--- config.mk ---
export PLATFORM = sky130hd
export DESIGN_NAME = reactive_trapezoid_velocity_joint
export DESIGN_NICKNAME = d
export VERILOG_FILES = /design/src/design/rtvj_pkg.sv /design/src/design/rtvj_cfg.sv /design/src/design/rtvj_step.sv /design/src/design/reactive_trapezoid_velocity_joint.sv
export VERILOG_INCLUDE_DIRS = /design/src /design/src/design
export SDC_FILE = /design/constraint.sdc
export NUM_CORES = 1
export LEC_CHECK = 0
export ABC_AREA = 1
export BUFFER_PORTS_ARGS = -buffer_cell sky130_fd_sc_hd__buf_2
export CORE_MARGIN = 4
export CORE_UTILIZATION = 35
export DETAILED_ROUTE_END_ITERATION = 8
export PLACE_DENSITY = 0.48
export SKIP_CTS_REPAIR_TIMING = 1
export SLEW_MARGIN = 20
export SYNTH_ARGS = -nofsm -noshare
export SYNTH_HDL_FRONTEND = slang
export SYNTH_HIERARCHICAL = 1
export SYNTH_SLANG_ARGS = --single-unit
--- constraint.sdc ---
create_clock -name clk -period 10.6 [get_ports clk]
set_input_delay 2.12 -clock clk [delete_from_list [all_inputs] [get_ports clk]]
set_output_delay 2.12 -clock clk [all_outputs]
set_load 0.05 [all_outputs]
--- src/design/assert_macros.svh ---
// ----------------------------------------------------------------------------
// assert_macros.svh
// assertion helpers shared by the rtl, empty bodies for synthesis
// ----------------------------------------------------------------------------
`ifndef ASSERT_MACROS_SVH
`define ASSERT_MACROS_SVH

`ifndef SYNTHESIS

// plain property checked on every rising edge outside reset
`define RTVJ_ASSERT(label, clk, rst_n, prop, msg) \
    label: assert property (@(posedge clk) disable iff (!rst_n) (prop)) else $error(msg);

// same-cycle implication checked outside reset
`define RTVJ_ASSERT_IMP(label, clk, rst_n, ante, cons, msg) \
    label: assert property (@(posedge clk) disable iff (!rst_n) (ante) |-> (cons)) \
        else $error(msg);

`else

`define RTVJ_ASSERT(label, clk, rst_n, prop, msg)
`define RTVJ_ASSERT_IMP(label, clk, rst_n, ante, cons, msg)

`endif

`endif

--- src/design/rtvj_pkg.sv ---
// ----------------------------------------------------------------------------
// rtvj_pkg
// types, codes and constants of the trapezoid velocity joint
// ----------------------------------------------------------------------------
package rtvj_pkg;

    localparam int TICK_BITS = 16;
    localparam int POS_BITS  = 32;

    localparam logic [TICK_BITS-1:0] TICK_MAX = '1;

    // 0.02 rad in q16.16, rounded to nearest
    localparam logic signed [POS_BITS:0] POS_TOL     = (POS_BITS+1)'(1311);
    localparam logic signed [POS_BITS:0] POS_TOL_NEG = -POS_TOL;

    // beat kinds
    localparam logic [1:0] KIND_START = 2'd0;
    localparam logic [1:0] KIND_TICK  = 2'd1;
    localparam logic [1:0] KIND_ABORT = 2'd2;

    // joint status codes
    localparam logic [2:0] ST_MOVING  = 3'd0;
    localparam logic [2:0] ST_STATIC  = 3'd1;
    localparam logic [2:0] ST_REACHED = 3'd2;
    localparam logic [2:0] ST_FORCE   = 3'd3;
    localparam logic [2:0] ST_ENDED   = 3'd4;
    localparam logic [2:0] ST_ABORTED = 3'd5;

    // register indexes
    localparam logic [2:0] REG_CRUISE_VEL   = 3'd0;
    localparam logic [2:0] REG_ACCEL_STEP   = 3'd1;
    localparam logic [2:0] REG_DECEL_STEP   = 3'd2;
    localparam logic [2:0] REG_ACCEL_TICKS  = 3'd3;
    localparam logic [2:0] REG_CRUISE_TICKS = 3'd4;
    localparam logic [2:0] REG_DECEL_TICKS  = 3'd5;
    localparam logic [2:0] REG_JOINT_MODE   = 3'd6;

    localparam int MODE_STATIC = 0;
    localparam int MODE_PAD    = 1;

    typedef struct packed {
        logic signed [31:0] cruise_velocity;
        logic [30:0]        accel_step;
        logic [30:0]        decel_step;
        logic [15:0]        accel_ticks;
        logic [15:0]        cruise_ticks;
        logic [15:0]        decel_ticks;
        logic [1:0]         joint_mode;
    } cfg_t;

    typedef struct packed {
        logic [1:0]                 kind;
        logic signed [POS_BITS-1:0] target_position;
        logic [14:0]                force_limit;
        logic signed [POS_BITS-1:0] actual_position;
        logic [14:0]                contact_force;
    } item_t;

    typedef struct packed {
        logic signed [31:0]   velocity_command;
        logic [2:0]           joint_status;
        logic [TICK_BITS-1:0] tick_index;
        logic [TICK_BITS-1:0] stop_tick;
        logic                 stop_tick_valid;
        logic                 move_done;
    } result_t;

    typedef struct packed {
        logic [31:0]                profile_speed;
        logic [TICK_BITS-1:0]       tick_count;
        logic [TICK_BITS-1:0]       first_stop_tick;
        logic                       stop_recorded;
        logic signed [POS_BITS-1:0] latched_target;
        logic [14:0]                latched_force_limit;
        logic                       move_active;
    } state_t;

endpackage

--- src/design/rtvj_cfg.sv ---
// ----------------------------------------------------------------------------
// rtvj_cfg
// apb register file for the profile and joint mode settings
// ----------------------------------------------------------------------------
module rtvj_cfg
    import rtvj_pkg::*;
(
    input  logic        clk,
    input  logic        rst_n,
    input  logic        psel,
    input  logic        penable,
    input  logic        pwrite,
    input  logic [4:0]  paddr,
    input  logic [31:0] pwdata,
    output logic [31:0] prdata,
    output logic        pready,
    output cfg_t        cfg
);

    cfg_t       cfg_reg;
    logic [2:0] reg_idx;
    logic       wr_en;

    assign reg_idx = paddr[4:2];
    assign pready  = 1'b1;
    assign wr_en   = psel && penable && pwrite && pready;
    assign cfg     = cfg_reg;

    always_ff @(posedge clk or negedge rst_n)
    begin
        if (!rst_n)
        begin
            cfg_reg <= '0;
        end
        else if (wr_en)
        begin
            case (reg_idx)
                REG_CRUISE_VEL:   cfg_reg.cruise_velocity <= $signed(pwdata);
                REG_ACCEL_STEP:   cfg_reg.accel_step      <= pwdata[30:0];
                REG_DECEL_STEP:   cfg_reg.decel_step      <= pwdata[30:0];
                REG_ACCEL_TICKS:  cfg_reg.accel_ticks     <= pwdata[15:0];
                REG_CRUISE_TICKS: cfg_reg.cruise_ticks    <= pwdata[15:0];
                REG_DECEL_TICKS:  cfg_reg.decel_ticks     <= pwdata[15:0];
                REG_JOINT_MODE:   cfg_reg.joint_mode      <= pwdata[1:0];
                default:          cfg_reg <= cfg_reg;
            endcase
        end
    end

    always_comb
    begin
        case (reg_idx)
            REG_CRUISE_VEL:   prdata = $unsigned(cfg_reg.cruise_velocity);
            REG_ACCEL_STEP:   prdata = {1'b0, cfg_reg.accel_step};
            REG_DECEL_STEP:   prdata = {1'b0, cfg_reg.decel_step};
            REG_ACCEL_TICKS:  prdata = {16'd0, cfg_reg.accel_ticks};
            REG_CRUISE_TICKS: prdata = {16'd0, cfg_reg.cruise_ticks};
            REG_DECEL_TICKS:  prdata = {16'd0, cfg_reg.decel_ticks};
            REG_JOINT_MODE:   prdata = {30'd0, cfg_reg.joint_mode};
            default:          prdata = 32'd0;
        endcase
    end

endmodule

--- src/design/rtvj_step.sv ---
// ----------------------------------------------------------------------------
// rtvj_step
// one beat of the profile: next joint state and the result beat
// ----------------------------------------------------------------------------
module rtvj_step
    import rtvj_pkg::*;
(
    input  cfg_t    cfg,
    input  state_t  state,
    input  item_t   item,
    output state_t  state_next,
    output result_t res
);

    logic [17:0]         prof_len;
    logic [16:0]         cruise_end;
    logic [16:0]         idx;
    logic                neg;
    logic [31:0]         cmag;
    logic [32:0]         accel_sum;
    logic [31:0]         speed;
    logic signed [POS_BITS:0] diff;
    logic                in_tol;
    logic                at_force;
    logic                ended;

    always_comb
    begin
        prof_len   = {2'b0, cfg.accel_ticks} + {2'b0, cfg.cruise_ticks}
                   + {2'b0, cfg.decel_ticks};
        cruise_end = {1'b0, cfg.accel_ticks} + {1'b0, cfg.cruise_ticks};
        idx        = {1'b0, state.tick_count} + 17'd1;
        neg        = cfg.cruise_velocity[31];
        cmag       = neg ? (32'd0 - $unsigned(cfg.cruise_velocity))
                         : $unsigned(cfg.cruise_velocity);
        accel_sum  = {1'b0, state.profile_speed} + {2'b0, cfg.accel_step};

        // ramp up, cruise, ramp down, zero past the end
        if ({1'b0, idx} >= prof_len)
            speed = 32'd0;
        else if (idx < {1'b0, cfg.accel_ticks})
            speed = (accel_sum > {1'b0, cmag}) ? cmag : accel_sum[31:0];
        else if (idx <= cruise_end)
            speed = cmag;
        else if (state.profile_speed > {1'b0, cfg.decel_step})
            speed = state.profile_speed - {1'b0, cfg.decel_step};
        else
            speed = 32'd0;

        diff = $signed({item.actual_position[POS_BITS-1], item.actual_position})
             - $signed({state.latched_target[POS_BITS-1], state.latched_target});
        in_tol   = (diff < POS_TOL) && (diff > POS_TOL_NEG);
        at_force = cfg.joint_mode[MODE_PAD] &&
                   (item.contact_force >= state.latched_force_limit);
        ended    = ({2'b0, state.tick_count} >= prof_len) ||
                   (state.tick_count == TICK_MAX);

        state_next = state;
        res.velocity_command = 32'sd0;
        res.joint_status     = ST_MOVING;
        res.move_done        = 1'b0;

        case (item.kind)
            KIND_START:
            begin
                state_next.latched_target      = item.target_position;
                state_next.latched_force_limit = item.force_limit;
                state_next.profile_speed       = 32'd0;
                state_next.tick_count          = '0;
                state_next.first_stop_tick     = '0;
                state_next.stop_recorded       = 1'b0;
                state_next.move_active         = 1'b1;
            end
            KIND_ABORT:
            begin
                state_next.move_active = 1'b0;
                res.joint_status       = ST_ABORTED;
                res.move_done          = state.move_active;
            end
            KIND_TICK:
            begin
                if (!state.move_active)
                begin
                    res.joint_status = ST_ENDED;
                end
                else if (ended)
                begin
                    if (!state.stop_recorded)
                    begin
                        state_next.first_stop_tick = state.tick_count;
                        state_next.stop_recorded   = 1'b1;
                    end
                    state_next.move_active = 1'b0;
                    res.joint_status       = ST_ENDED;
                    res.move_done          = 1'b1;
                end
                else
                begin
                    state_next.tick_count    = idx[TICK_BITS-1:0];
                    state_next.profile_speed = speed;
                    if (cfg.joint_mode[MODE_STATIC])
                    begin
                        res.joint_status = ST_STATIC;
                    end
                    else if (in_tol || at_force)
                    begin
                        if (!state.stop_recorded)
                        begin
                            state_next.first_stop_tick = state.tick_count;
                            state_next.stop_recorded   = 1'b1;
                        end
                        res.joint_status = in_tol ? ST_REACHED : ST_FORCE;
                    end
                    else
                    begin
                        res.velocity_command = neg ? $signed(32'd0 - speed) : $signed(speed);
                    end
                end
            end
            default:
            begin
                res.joint_status = state.move_active ? ST_MOVING : ST_ENDED;
            end
        endcase

        res.tick_index      = state_next.tick_count;
        res.stop_tick       = state_next.first_stop_tick;
        res.stop_tick_valid = state_next.stop_recorded;
    end

endmodule

--- src/design/reactive_trapezoid_velocity_joint.sv ---
// ----------------------------------------------------------------------------
// reactive_trapezoid_velocity_joint
// per-tick trapezoid velocity generator for one joint with stop detection
// ----------------------------------------------------------------------------
//
//  channel  role    payload
//  -------  ------  ---------------------------------------------------------
//  s_*      in      one command beat: start, tick or abort
//  m_*      out     one result beat per command beat, tlast marks move end
//  apb      config  seven profile and mode registers at 4*index
//
//  one beat enters per cycle while s_tready is high, and its result leaves
//  through the input register, one pass of step logic and the result register
//  the step logic reads and writes the joint state in the same cycle, so
//  back-to-back beats each see the state left by the previous one
//  a stalled output holds the result register and backs up into the input
//  register; s_tready falls only when both are full
//  reset clears the profile registers, joint state and both valid flags
//
module reactive_trapezoid_velocity_joint
    import rtvj_pkg::*;
(
    input  logic        clk,
    input  logic        rst_n,

    input  logic        s_tvalid,
    output logic        s_tready,
    // target_position[31:0] force_limit[46:32] actual_position[78:47]
    // contact_force[93:79], zero fill [95:94]
    input  logic [95:0] s_tdata,
    // kind[1:0]
    input  logic [1:0]  s_tuser,

    output logic        m_tvalid,
    input  logic        m_tready,
    // velocity_command[31:0] joint_status[34:32] tick_index[50:35]
    // stop_tick[66:51] stop_tick_valid[67], zero fill [71:68]
    output logic [71:0] m_tdata,
    // move_done
    output logic        m_tlast,

    input  logic        psel,
    input  logic        penable,
    input  logic        pwrite,
    input  logic [4:0]  paddr,
    input  logic [31:0] pwdata,
    output logic [31:0] prdata,
    output logic        pready
);

`include "assert_macros.svh"

    cfg_t    cfg;
    item_t   in_item_reg;
    logic    in_valid_reg;
    state_t  state_reg;
    state_t  state_next;
    result_t res_next;
    result_t out_res_reg;
    logic    out_valid_reg;
    logic    out_free;
    logic    advance;
    logic    in_take;

    // register file
    rtvj_cfg u_cfg (
        .clk     (clk),
        .rst_n   (rst_n),
        .psel    (psel),
        .penable (penable),
        .pwrite  (pwrite),
        .paddr   (paddr),
        .pwdata  (pwdata),
        .prdata  (prdata),
        .pready  (pready),
        .cfg     (cfg)
    );

    // handshake: the result register frees itself when taken this cycle
    assign out_free = !out_valid_reg || m_tready;
    assign advance  = in_valid_reg && out_free;
    assign s_tready = !in_valid_reg || out_free;
    assign in_take  = s_tvalid && s_tready;

    // input register
    always_ff @(posedge clk or negedge rst_n)
    begin
        if (!rst_n)
        begin
            in_valid_reg <= 1'b0;
        end
        else if (in_take)
        begin
            in_valid_reg <= 1'b1;
        end
        else if (advance)
        begin
            in_valid_reg <= 1'b0;
        end
    end

    always_ff @(posedge clk)
    begin
        if (in_take)
        begin
            in_item_reg.kind            <= s_tuser;
            in_item_reg.target_position <= $signed(s_tdata[31:0]);
            in_item_reg.force_limit     <= s_tdata[46:32];
            in_item_reg.actual_position <= $signed(s_tdata[78:47]);
            in_item_reg.contact_force   <= s_tdata[93:79];
        end
    end

    // one pass of profile logic
    rtvj_step u_step (
        .cfg        (cfg),
        .state      (state_reg),
        .item       (in_item_reg),
        .state_next (state_next),
        .res        (res_next)
    );

    // joint state moves only when a beat passes into the result register
    always_ff @(posedge clk or negedge rst_n)
    begin
        if (!rst_n)
        begin
            state_reg <= '0;
        end
        else if (advance)
        begin
            state_reg <= state_next;
        end
    end

    // result register
    always_ff @(posedge clk or negedge rst_n)
    begin
        if (!rst_n)
        begin
            out_valid_reg <= 1'b0;
        end
        else if (advance)
        begin
            out_valid_reg <= 1'b1;
        end
        else if (m_tready)
        begin
            out_valid_reg <= 1'b0;
        end
    end

    always_ff @(posedge clk)
    begin
        if (advance)
        begin
            out_res_reg <= res_next;
        end
    end

    assign m_tvalid = out_valid_reg;
    assign m_tlast  = out_res_reg.move_done;
    assign m_tdata  = {4'd0,
                       out_res_reg.stop_tick_valid,
                       out_res_reg.stop_tick,
                       out_res_reg.tick_index,
                       out_res_reg.joint_status,
                       out_res_reg.velocity_command};

    // a held joint never commands motion
    `RTVJ_ASSERT_IMP(a_zero_when_held, clk, rst_n, m_tvalid && (out_res_reg.joint_status != ST_MOVING), out_res_reg.velocity_command == 32'sd0, "nonzero velocity while joint is held")

    // a move ends only through profile end or abort
    `RTVJ_ASSERT_IMP(a_done_status, clk, rst_n, m_tvalid && m_tlast, (out_res_reg.joint_status == ST_ENDED) || (out_res_reg.joint_status == ST_ABORTED), "move done with wrong status")

    // no recorded stop means the stop tick reads zero
    `RTVJ_ASSERT_IMP(a_stop_clear, clk, rst_n, m_tvalid && !out_res_reg.stop_tick_valid, out_res_reg.stop_tick == '0, "stop tick set without a recorded stop")

    // both stages full and output stalled must stall the input
    `RTVJ_ASSERT_IMP(a_backpressure, clk, rst_n, in_valid_reg && out_valid_reg && !m_tready, !s_tready, "input taken while pipeline is full")

endmodule

Yosys cells after proc, flatten, opt, wreduce, memory -nomap -nowiden
Cells that the tools add are included.
- logic and storage cells: 119
- flip-flop bits (word level): 424
- output and inout port bits: 108
- input bits: 142
- magnitude comparators: 9
- bitwise operators: 2
- mux-type cells: 32
- equality and inequality tests: 11
- reduce and logical (&&, ||, !) cells: 29
- $add $sub $neg: 9
- operator list (operator ; number):
    $mux 32 ; 7
    $pmux 32 s7 ; 1
    $pmux 65 s2 ; 1
    $mux 17 ; 4
    $mux 65 ; 1
    $sub 1x32->32 const A ; 2
    $mux 48 ; 1
    $add 16x16->17 ; 2
    $add 32x31->33 ; 1
    $gt 33x12->1 const B ; 1
    $gt 33x32->1 ; 1
    $lt 33x12->1 const B ; 1
    $sub 32x32->33 ; 1
    $gt 32x31->1 ; 1
    $sub 32x31->32 ; 1
    $add 18x16->18 ; 1
    $ge 16x18->1 ; 1
    $ge 17x18->1 ; 1
    $reduce_and 2->1 ; 9
    $add 16x1->17 const B ; 1
    $le 17x17->1 ; 1
    $lt 17x16->1 ; 1
    $eq 16x16->1 const B ; 1
    $ge 15x15->1 ; 1
    21 further kinds ; 49

Depth between registers and ports, before layout
- depth in word-level cells: 9
- mapped depth: 42
- depth with buffers taken out: 41

By module
Netlist, hierarchy kept.
- modules (own cells, without submodules) (module ; cells an instance ; area each (µm²) ; instances ; sequential area each (µm²)):
    rtvj_step ; 2855 ; 15930.3 ; 1 ; 0.0
    reactive_trapezoid_velocity_joint ; 670 ; 9534.1 ; 1 ; 7832.5
    rtvj_cfg ; 887 ; 7019.2 ; 1 ; 3603.5

Least setup slack after synthesis
Ideal clock, no wire load.
- path type: input -> output
- from: input paddr[3]
- to: output prdata[21]
- stages on the path: 5
- path buffers: 2
- arrival time: 3.528 ns
- path slack: 4.952 ns
- data required time: 8.480 ns
- cell sequence: buf_4 > inv_4 > nand3_2 > clkbuf_1 > o211ai_1
- longest elaborated chain between the ends: 2
- elaborated cells between the ends (all ways): 8
- classes of those cells: 6 x eq/ne; 1 x mux; 1 x reduce/logical
- ends and longest elaborated chain (element ; RTL line ; RTL):
    from (decl) ; reactive_trapezoid_velocity_joint.sv:45 ; input logic [4:0] paddr,
    $eq 3x3->1, or another cell as far along ; rtvj_cfg.sv:52 ; case (reg_idx)
    $pmux 32 s7 * ; rtvj_cfg.sv:52 ;
    to (decl) ; reactive_trapezoid_velocity_joint.sv:47 ; output logic [31:0] prdata,
Every way passes the cells marked *; elsewhere a longest branch is shown, timed or not.

Worst setup path after layout
- from: input paddr[4]
- to: output prdata[5]
Same word-level chain as after synthesis.

==> metrics.csv <==
metric,value,unit
outcome,"complete, no violations",
Fmax achieved,140,MHz
# IOs,250,
Hold WS,467,ps
vias per cell,5.14,
headroom to the max-slew limit,29.2,%
GPL Wtd Cong,0.907,
adder-cell area share of the yosys netlist,10.7,%
cts bufs inserted,54,
die area,97800,um2
max FFs per register,144,
RSZ-0062 raised after global routing,no,
critical path required time,8480,ps
mapped cell area,32500,um2
Synth Area in XOR/XNOR,3.72,%
Rows,111,
final setup fails,0,
max cap viols,0,
H-tree Lvls,2,
Syn-to-layout area delta,11.6,%
slew of the pin with the lowest slew margin,1060,ps
final max-slew violation count,0,
Post-synth top flop,dfrtp_1,
"commonest non-fill, non-tap cell in the layout",nand2_1,
wire per inst,20.0,um
static leakage,17.8,nW
Core ar.,91800,um2
total power,10.1,mW
Tmin final,7120,ps
most frequent cells in the layout,"nand2_1, inv_1, o21ai_0, nand3_1, nor2_1",
initial DRC count,2491,
Post-DRT Antenna Nets,0,
final net count,4946,
"EDFF count, synth",165,
vias post-DR,30000,
CP max FO,49,
final wirelength,117,mm
Hold Crit Class,reg2reg,
clock root buffer,clkbuf_16,
final hold vios,0,
First-pass DRT Iterations,7,
mean post-synth cell area,7.36,um2
register bit total from synthesis,424,
startpoint types,input port,
"Clk Latency, worst-skew pair",670,ps
sequential area share after synthesis,35.2,%
VDD IR max,0.000167,V
CTS tree,done,
Pwr Density,278,nW/um2
Fill cells,9730,
multi-input logic area,18300,um2
worst setup margin,3480,ps
Synth Area in Simple Gates,29.1,%
initial antenna violation count,14,
largest family of logic cells by synthesized area,simple AND/OR/NAND/NOR gates,
CP arrival,5000,ps
Worst-path clk slew,60,ps
CP endpoint kind,output pin,
Total GRT Usage,23.3,%
FF/Latch Area,11400,um2
post-synthesis mux area share,0,%
Setup Crit Path Kind,in2out,
CTS Buffer Depth,3,
Starting Density,35.4,%
layout cells sized above 1,10.0,%
first-pass GRT wire length,177,mm
Synth cell types,65,
residual DRC count,0,
yosys warns,6,
vias in the first global route,28900,
fin crit share,67.2,%
Synth Area in Compound Gates,12.5,%
Post-Syn Instances,4412,
Port Buffers,240,
Die Y,313,um
global route total overflow,0,
pre-CTS setup slack,3500,ps
Fin Setup TNS,0,ps
largest net degree at the start of global routing,139,
"FFs w/ async S/R, synth",61.1,%
HPWL Detailed,87.1,mm
clk_skew,55.9,ps
CTS sink count,424,
Die Span X,313,um
## layer usage
layer  GRT usage [%]  vias to the layer above  routed length (um)  part of all wire, %
li1                -                    14900                   -                    -
met1            33.3                    14100               54800                   47
met2            36.1                      844               51000                   44
met3            3.79                      132                7590                  6.5
met4            6.91                        2                3180                  2.7
met5               0                        -                  18                0.015
## synth_stat cells (13+ instances only)
cell | count | area share (%)
a21oi_1 | 201 | 3.1
a31oi_1 | 13 | 0.25
buf_2 | 48 | 0.74
buf_4 | 65 | 1.5
clkbuf_1 | 72 | 0.83
dfrtp_1 | 259 | 20
edfxtp_1 | 165 | 15
fa_1 | 21 | 1.3
ha_1 | 244 | 9.4
inv_1 | 432 | 5.0
nand2_1 | 1296 | 15
nand2_2 | 25 | 0.48
nand3_1 | 359 | 5.5
nand3_2 | 19 | 0.59
nand4_1 | 88 | 1.7
nor2_1 | 289 | 3.3
nor3_1 | 49 | 0.75
o211ai_1 | 43 | 0.99
o21ai_0 | 399 | 6.1
o21ai_1 | 16 | 0.25
o21bai_1 | 17 | 0.39
xnor2_1 | 38 | 1.0
xor2_1 | 100 | 2.7
## kinds of logic (layout without fill, tap and decap cells)
group,after synthesis,in the layout
XOR/XNOR,138,138
AO/OA/AOI/OAI,749,749
flip-flops,424,424
AND/OR/NAND/NOR,2189,2189
other,2,11
adder cells (fa/ha/maj),265,265
buffers and inverters,645,815
## worst paths after layout
| path | endpoint | start | slack [ps] | cells past startpoint |
|---|---|---|---|---|
| hold / removal | state_reg[44] | state_reg[44] | 470 | 2 |
| hold reg to reg | state_reg[44] | state_reg[44] | 470 | 2 |
| min in group asynchronous | state_reg[6] | rst_n | 1450 | 1 |
| setup / recovery | prdata[5] | paddr[4] | 3480 | 8 |
| max in group asynchronous | state_reg[105] | rst_n | 7850 | 2 |
| setup reg to reg | m_tdata[20] | u_cfg/cfg[36] | 3650 | 33 |
## per-stage QoR
stage	std cells	util, %	cell area [um2]
2_1_floorplan	4415	-	32500
3_3_place_gp	5725	37.5	34400
3_5_place_dp	5725	37.5	34400
4_1_cts	5827	39.4	36200
5_1_grt	5831	39.5	36200
6_report	5834	39.5	36200
## critical path: stages
cell,delay (ps)
buf_2,680
inv_2,640
nand2_2,660
buf_4,320
nor2_1,60
nor2_1,150
nand2_1,110
buf_2,230
## report_power, final
part	leakage [nW]	internal [mW]	switching, mW
Combinational	12.0	1.77	4.00
Clock	0.883	1.12	0.794
Sequential	4.97	2.06	0.344
## layout make-up
type | count | share of cell area (%)
multi-input cells | 3346 | 50.4
flip-flops and latches | 424 | 31.6
inverters | 444 | 4.62
well taps | 1243 | 4.29
clock buffers | 75 | 4.15
repair buffers | 269 | 4.03
clock inverters | 27 | 0.877
diodes | 6 | 0.0414
No activity file was read; power rests on OpenSTA's default activity.
